==> src/rtl/ptbl_pkg.sv <==
// shared constants, types and codes of the per-node token bucket limiter
// no dependencies
package ptbl_pkg;

  localparam int MAX_ENTRIES = 64;
  localparam int IDX_W       = (MAX_ENTRIES > 1) ? $clog2(MAX_ENTRIES) : 1;
  localparam int CNT_W       = $clog2(MAX_ENTRIES + 1);

  localparam int NODE_W = 32;
  localparam int MS_W   = 32;
  localparam int TOK_W  = 16;

  localparam int MS_PER_S = 1000;
  localparam int LIM_W    = TOK_W + $clog2(MS_PER_S);
  localparam int PROD_W   = TOK_W + MS_W - 1;

  // divide by 1000 as a shift by 3 and a multiply by the reciprocal of 125;
  // exact for every dividend below 2^LIM_W
  localparam int                 DIV_PRE     = 3;
  localparam int                 QIN_W       = LIM_W - DIV_PRE;
  localparam int                 RECIP_W     = 24;
  localparam logic [RECIP_W-1:0] RECIP_125   = 24'd8589935;
  localparam int                 RECIP_SHIFT = 30;
  localparam int                 QPROD_W     = QIN_W + RECIP_W;

  localparam logic [TOK_W-1:0] RATE_RESET = TOK_W'(MS_PER_S);

  localparam int FQ_DEPTH = 2;
  localparam int FQ_PTR_W = $clog2(FQ_DEPTH);
  localparam int FQ_CNT_W = $clog2(FQ_DEPTH + 1);

  localparam logic [1:0] OUT_KNOWN_PASS = 2'd0;
  localparam logic [1:0] OUT_KNOWN_DENY = 2'd1;
  localparam logic [1:0] OUT_NEW        = 2'd2;
  localparam logic [1:0] OUT_FULL       = 2'd3;

  typedef struct packed {
    logic [NODE_W-1:0] node_id;
    logic [MS_W-1:0]   now_ms;
  } item_t;

  typedef struct packed {
    logic             vld;
    item_t            item;
  } fq_out_t;

  typedef struct packed {
    logic             allowed;
    logic [1:0]       outcome;
    logic [TOK_W-1:0] tokens_left;
  } result_t;

  typedef struct packed {
    logic [TOK_W-1:0] tokens;
    logic [MS_W-1:0]  last_ms;
    logic [TOK_W-1:0] rate;
  } entry_t;

  localparam int ENTRY_W = $bits(entry_t);

endpackage

==> src/rtl/ptbl_front.sv <==
// front end: accepts words into a short queue that feeds the back end
// depends on ptbl_pkg
module ptbl_front (
  input  logic                     clk,
  input  logic                     rst_n,
  input  logic                     push,
  output logic                     full,
  input  ptbl_pkg::item_t          item_in,
  output ptbl_pkg::fq_out_t        fq_out,
  input  logic                     fq_pop
);

  ptbl_pkg::item_t                   q_r [ptbl_pkg::FQ_DEPTH];
  logic [ptbl_pkg::FQ_PTR_W-1:0]     wr_ptr_r, wr_ptr_nxt;
  logic [ptbl_pkg::FQ_PTR_W-1:0]     rd_ptr_r, rd_ptr_nxt;
  logic [ptbl_pkg::FQ_CNT_W-1:0]     cnt_r, cnt_nxt;
  logic                              do_push, do_pop;

  assign full    = (cnt_r == ptbl_pkg::FQ_CNT_W'(ptbl_pkg::FQ_DEPTH));
  assign do_push = push && !full;
  assign do_pop  = fq_pop && (cnt_r != '0);

  assign fq_out.vld  = (cnt_r != '0);
  assign fq_out.item = q_r[rd_ptr_r];

  always_comb begin
    wr_ptr_nxt = wr_ptr_r;
    rd_ptr_nxt = rd_ptr_r;
    cnt_nxt    = cnt_r;
    if (do_push) begin
      wr_ptr_nxt = (wr_ptr_r == ptbl_pkg::FQ_PTR_W'(ptbl_pkg::FQ_DEPTH - 1)) ? '0
                   : wr_ptr_r + 1'b1;
    end
    if (do_pop) begin
      rd_ptr_nxt = (rd_ptr_r == ptbl_pkg::FQ_PTR_W'(ptbl_pkg::FQ_DEPTH - 1)) ? '0
                   : rd_ptr_r + 1'b1;
    end
    if (do_push && !do_pop) begin
      cnt_nxt = cnt_r + 1'b1;
    end else if (do_pop && !do_push) begin
      cnt_nxt = cnt_r - 1'b1;
    end
  end

  always_ff @(posedge clk) begin
    if (!rst_n) begin
      wr_ptr_r <= '0;
      rd_ptr_r <= '0;
      cnt_r    <= '0;
    end else begin
      wr_ptr_r <= wr_ptr_nxt;
      rd_ptr_r <= rd_ptr_nxt;
      cnt_r    <= cnt_nxt;
    end
  end

  always_ff @(posedge clk) begin
    if (do_push) begin
      q_r[wr_ptr_r] <= item_in;
    end
  end

endmodule

==> config.mk <==
export PLATFORM = sky130hd
export DESIGN_NAME = ptbl_front
export DESIGN_NICKNAME = d
export VERILOG_FILES = /design/src/rtl/ptbl_pkg.sv /design/src/rtl/ptbl_front.sv
export SDC_FILE = /design/constraint.sdc
export NUM_CORES = 1
export LEC_CHECK = 0
export ABC_AREA = 1
export BUFFER_PORTS_ARGS = -buffer_cell sky130_fd_sc_hd__buf_2
export CORE_MARGIN = 2
export CORE_UTILIZATION = 40
export CTS_BUF_LIST = sky130_fd_sc_hd__clkbuf_8 sky130_fd_sc_hd__clkbuf_16
export DETAILED_ROUTE_END_ITERATION = 8
export PLACE_DENSITY_LB_ADDON = 0.12
export SYNTH_ARGS = -nofsm -noshare
export SYNTH_HDL_FRONTEND = slang
export SYNTH_SLANG_ARGS = --single-unit
==> constraint.sdc <==
create_clock -name clk -period 6.43 [get_ports clk]
set_input_delay 0.643 -clock clk [delete_from_list [all_inputs] [get_ports clk]]
set_output_delay 0.643 -clock clk [all_outputs]
set_load 0.005 [all_outputs]
==> impl_results.md, run 1 <==
- Mapped Nets: 305
- Die Ht: 118 µm
- Routed Antenna Nets: 0
- Cell count after synthesis: 236
- Clk Latency, worst-skew pair: 0.40 ns
- Period utilization: 45.9%
- Count of cell types in the netlist: 16
- Final core occ: 51.4%
- WHS: 0.427 ns
- Total chip power: 0.00252 W
- Routed WL: 8550 µm
- Fin. Hold Viols: 0
- Resized Gates After CTS: 0
- Max Fclk: 339 MHz
- Drt drc: 0
- Placed cell areas: 5970 µm²
- Area contributors post-synth: edfxtp_1 (74%), mux2_4 (17%), buf_12 (2.3%), dfxtp_1 (1.9%), mux2_2 (0.87%)
- DP HPWL: 5450 µm
- Pins Over Slew Limit: 0
- Pre-antenna DRT Iters: 4
- Yosys reg bits: 133
- Setup slack, reg-to-reg: 4.54 ns
- Pleak: 2.61 nW
- Routed len/inst: 14.9 µm
- Synth Warn #: 0
- Antenna violations before repair: 1
- Crit path DAT: 2.31 ns
- Max-Cap Viols: 0
- Fin area: 6490 µm²
- Maximum vdd drop: 0.229 mV
- Hold WC Path Type: primary input to flip-flop
- TritonCTS clock tree: yes
- Vias: 2562
- Remaining Overflow, GRT: 0
- Starting DRC count in detailed routing: 116
- Full die area: 13800 µm²
- CP required: 5.79 ns
- Hold_buf cts: 0
- First-pass GRT wire length: 13300 µm
- All-Layer GR Usage: 12.9%
- CP Class: flip-flop to output port
- Asr flop ratio synth: 0%
- Worst slew pin tran: 0.661 ns
- CTS H-tree depth: 4
- Initial Util: 40.9%
- Avg Inst Size Synth: 21.9 µm²
- Post-synth top area cell: edfxtp_1
- Layout cells sized above 1: 57.1%
- Largest net degree at the start of global routing: 37
- Register area share after synthesis: 76.3%
- Setup total negative slack: 0 ns
- Final #Nets: 455
- Worst Skew: 0.00666 ns
- Clock-pin slew on the worst setup and hold paths: 0.05 ns
- Vias per Instance: 4.48
- Status: complete, no violations
- Vias in the first global route: 2607
- Synth top area share: 74.4%
- Number of synthesized flops with an enable pin: 128
- Tmin final: 2.95 ns
- RSZ-0062 raised after global routing: false
- Number of setup buffers added after CTS: 0
- Layout area overhead: 25.6%
- PwrDens: 388 nW/µm²
- RD Place Congestion: 0.706
- Longest Clk Path Bufs: 2
- Startpoint Class: flip-flop
- Number of port buffers: 133
- Syn Std Cell Area: 5170 µm²
- Num rows: 41
- CORE AREA: 12600 µm²
- Setup crit end kind: output port
- Clk sinks: 133
- IO Pins: 134
- Root Driver: clkbuf_16
- Die Wd: 118 µm
- Final setup viols: 0
- Top FF cell, synth: edfxtp_1
- CP max FO: 36
- Cts bufs inserted: 17
- Slew HR: 55.9%
registers in the layout, summed over array words and instances (netlist names), named ones only:
register,count
q_r,128
cnt_r,2
rd_ptr_r,1
wr_ptr_r,1
final cells by class:
class,instances,area (µm²)
inverter,8,30.0
clock inverter,15,87.6
sequential,133,3950
antenna,1,2.50
multi-input combinational,88,1080
tap,172,215
fill,1092,6130
clock buffer,17,425
timing repair buffer,138,703
power breakdown:
part | switching (W) | internal, W
registers | 0.0000588 | 0.00110
logic | 0.000236 | 0.000298
clock network | 0.000315 | 0.000512
cells by family (layout without fill, tap and decap cells):
| family | after synthesis | after routing | share of synthesized area, % |
|---|---|---|---|
| other | 0 | 1 | 0 |
| adder cells (fa/ha/maj) | 1 | 1 | 0.242 |
| AND/OR/NAND/NOR | 18 | 18 | 1.38 |
| AO/OA/AOI/OAI | 5 | 5 | 0.605 |
| flip-flops | 133 | 133 | 76.3 |
| multiplexers | 64 | 64 | 18.3 |
| buffers and inverters | 15 | 178 | 3.12 |
final timing paths:
check | start | endpoint | cells past startpoint
worst max-delay path | flip-flop | fq_out[41] | 3
worst min-delay path | item_in[4] | q_r[0][4] | 1
worst max register to register | cnt_r[1] | q_r[0][5] | 4
worst min register to register | rd_ptr_r | flip-flop | 2
per-layer routing:
metal	routed length (µm)	track usage (%)	vias to the layer above
li1	-	-	1214
met2	3980	19.1	103
met4	184	7.30	0
met3	638	5.81	14
met1	3750	15.5	1231
met5	0	0	-
layout by cell type, fill, tap and decap left out, drive strengths merged, types with 3 or more instances in the layout:
cell type,instances
buf,138
clkbuf,17
clkinv,5
dfxtp,5
edfxtp,128
inv,17
mux2,64
nand2,7
nor2,9
o21ai,3
worst max-delay path: stages (launching register included):
cell	delay, ns
dfxtp_4	0.70
buf_4	0.64
mux2_2	0.42
buf_2	0.13
metrics by stage:
| stage | instances | worst slack (ns) |
|---|---|---|
| after floorplan | 236 | 2.56 |
| final | 572 | 3.48 |
| after global routing | 572 | 3.33 |
| after CTS | 571 | 3.38 |
| after detailed placement | 539 | 3.83 |
| after global placement | 539 | 3.84 |
cells in the mapped netlist, types with 2 or more instances:
cell type / n
nand2_1: 7
mux2_2: 4
dfxtp_1: 5
buf_12: 6
o21ai_0: 2
nor2_1: 9
edfxtp_1: 128
mux2_4: 60
inv_1: 8
Power figures use the tool's default switching activity.
==> inputs of run 2 (changes only) <==
Clock period 6.43 ns to 2.5 ns, I/O delays scaled along.
==> run 2 against run 1 <==
Net effect:
- hold slack worse by 0.40 ns
- register-to-register slack worse by 3.6 ns
- clock skew hardly changed
- via count increased by 0.47%
- sequential power grew to 2.6 times the previous value
- count of clock-buffer cells in the layout unchanged
- routed wire length decreased by 0.15%
- final area rose by 0.64%
==> impl_results.md, run 2 (synthesized netlist as in run 1, its figures left out) <==
- Remaining Overflow, GRT: 0 (unchanged)
- All-Layer GR Usage: 12.8% (was 12.9%)
- CTS H-tree depth: 4 (unchanged)
- Worst slew pin tran: 0.491 ns (was 0.661 ns)
- Layout area overhead: 26.4% (was 25.6%)
- Num rows: 41 (unchanged)
- CP max FO: 25 (was 36)
- Max-Cap Viols: 0 (unchanged)
- Routed Antenna Nets: 0 (unchanged)
- R2r worst-path depth: 9 (was 4)
- CORE AREA: 12600 µm² (unchanged)
- CP required: 2.25 ns (was 5.79 ns)
- TritonCTS clock tree: yes (unchanged)
- First-pass GRT wire length: 13200 µm (was 13300 µm)
- Endpoint, Worst Hold: q_r[0][42] (was q_r[0][4])
- Final core occ: 51.7% (was 51.4%)
- Full die area: 13800 µm² (unchanged)
- PwrDens: 1000 nW/µm² (was 388 nW/µm²)
- R2r endpoint: cnt_r[1] (was q_r[0][5])
- Startpoint Class: flip-flop (unchanged)
- Worst hold start: item_in[42] (was item_in[4])
- Worst Skew: 0.00686 ns (was 0.00666 ns)
- Commonest non-fill, non-tap cells in the layout: buf_2 (133), edfxtp_1 (128), mux2_4 (60) (unchanged)
- Die Wd: 118 µm (unchanged)
- DP HPWL: 5440 µm (was 5450 µm)
- Setup crit end kind: output port (unchanged)
- Resized Gates After CTS: 0 (unchanged)
- Clock-pin slew on the worst setup and hold paths: 0.06 ns (was 0.05 ns)
- Clk sinks: 133 (unchanged)
- Routed WL: 8540 µm (was 8550 µm)
- Die Ht: 118 µm (unchanged)
- Final setup viols: 0 (unchanged)
- Status: complete, no violations (unchanged)
- Pre-antenna DRT Iters: 4 (unchanged)
- N_diodes: 0 (was 1)
- Slew HR: 67.3% (was 55.9%)
- Maximum vdd drop: 0.586 mV (was 0.229 mV)
- Largest net degree at the start of global routing: 35 (was 37)
- Critical R2R Launch: cnt_r[1] (unchanged)
- Top flop regs: q_r: 128 flops, cnt_r: 2 flops (unchanged)
- Setup WS post-layout: 0.401 ns (was 3.48 ns)
- Tmin final: 2.10 ns
- RSZ-0062 raised after global routing: false (unchanged)
- Period utilization: 84.0%
- Vias per Instance: 4.50 (was 4.48)
- Starting DRC count in detailed routing: 105 (was 116)
- Root Driver: clkbuf_16 (unchanged)
- Setup slack, reg-to-reg: 0.95 ns (was 4.54 ns)
- Vias in the first global route: 2693 (was 2607)
- Initial Util: 40.9% (unchanged)
- Hold_buf cts: 0 (unchanged)
- Clk Latency, worst-skew pair: 0.41 ns (was 0.40 ns)
- Pleak: 2.60 nW (was 2.61 nW)
- Number of flip-flops in the largest register: 128 (unchanged)
- Hold depth: 1 (unchanged)
- Routed len/inst: 14.9 µm (about the same)
- RD Place Congestion: 0.683 (was 0.706)
- Layout cells sized above 1: 58.5% (was 57.1%)
- WHS: 0.0274 ns (was 0.427 ns)
- Crit path DAT: 1.85 ns (was 2.31 ns)
- Number of port buffers: 133 (unchanged)
- Cts bufs inserted: 17 (unchanged)
- DP Worst Slack: 0.799 ns (was 3.83 ns)
- Antenna violations before repair: 0 (was 1)
- Max Fclk: 476 MHz
- Vias: 2574 (was 2562)
- Drt drc: 0 (unchanged)
- Total chip power: 0.00655 W (was 0.00252 W)
- IO Pins: 134 (unchanged)
- Fin. Hold Viols: 0 (unchanged)
- CP Class: flip-flop to output port (unchanged)
- Most common cell after layout, fill and taps aside: buf_2 (unchanged)
- Longest Clk Path Bufs: 2 (unchanged)
- Largest Register: q_r (unchanged)
- Final #Nets: 456 (was 455)
- Pins Over Slew Limit: 0 (unchanged)
- Number of setup buffers added after CTS: 0 (unchanged)
- Hold WC Path Type: primary input to flip-flop (unchanged)
==> run 2: changes by cell type in the layout (fill, tap and decap cells not counted) <==
cell	previous run	this run
inv_1	17	10
clkinv_2	4	7
diode_2	1	0
buf_4	5	4
buf_12	0	2
clkinv_1	1	3
clkinvlp_4	0	2
==> run 2: power breakdown <==
group	leakage, nW	internal [W]	switching, W
combinational	1.10	0.000790	0.000620
sequential	1.24	0.00282	0.000146
clock	0.267	0.00133	0.000839
total	2.60	0.00494	0.00160
==> run 2: final cells by class <==
| type | count | area [µm²] |
|---|---|---|
| flip-flops and latches | 133 | 3950 |
| repair buffers | 139 | 736 |
| well taps | 172 | 215 |
| inverters | 8 | 30.0 |
| clock inverters | 15 | 98.8 |
| multi-input cells | 88 | 1080 |
| clock buffers | 17 | 425 |
| fillers | 1094 | 6090 |
==> run 2: critical path, stage by stage, from the launching register on <==
cell and delay (ns):
dfxtp_4 0.66, buf_12 0.27, mux2_2 0.36, buf_2 0.13
==> run 2: metrics by stage <==
| step | TNS [ns] | cells | instance area [µm²] |
|---|---|---|---|
| after detailed placement | 0 | 540 | 6000 |
| after global routing | 0 | 572 | 6530 |
| after CTS | 0 | 572 | 6530 |
| after global placement | 0 | 540 | 6000 |
| final | 0 | 572 | 6530 |
| after floorplan | -10.59 | 236 | 5170 |
==> run 2: per-layer routing <==
metal	global-route usage (%)	vias up	routed length, µm
met4	6.55	0	157
met3	4.75	15	523
met5	0	-	0
met1	15.8	1242	3730
li1	-	1217	-
met2	19.9	100	4130
==> run 2: worst max-delay path by stage <==
| stage | from | end | slack, ns | depth (start not counted) |
|---|---|---|---|---|
| floorplan | cnt_r[1] | q_r[0][0] | -0.08 | 3 |
| global placement | flip-flop | fq_out[47] | 0.82 | 3 |
| detailed placement | flip-flop | fq_out[48] | 0.80 | 3 |
| CTS | flip-flop | fq_out[48] | 0.35 | 3 |
| global route | flip-flop | fq_out[48] | 0.30 | 3 |
| finish | flip-flop | fq_out[48] | 0.40 | 3 |
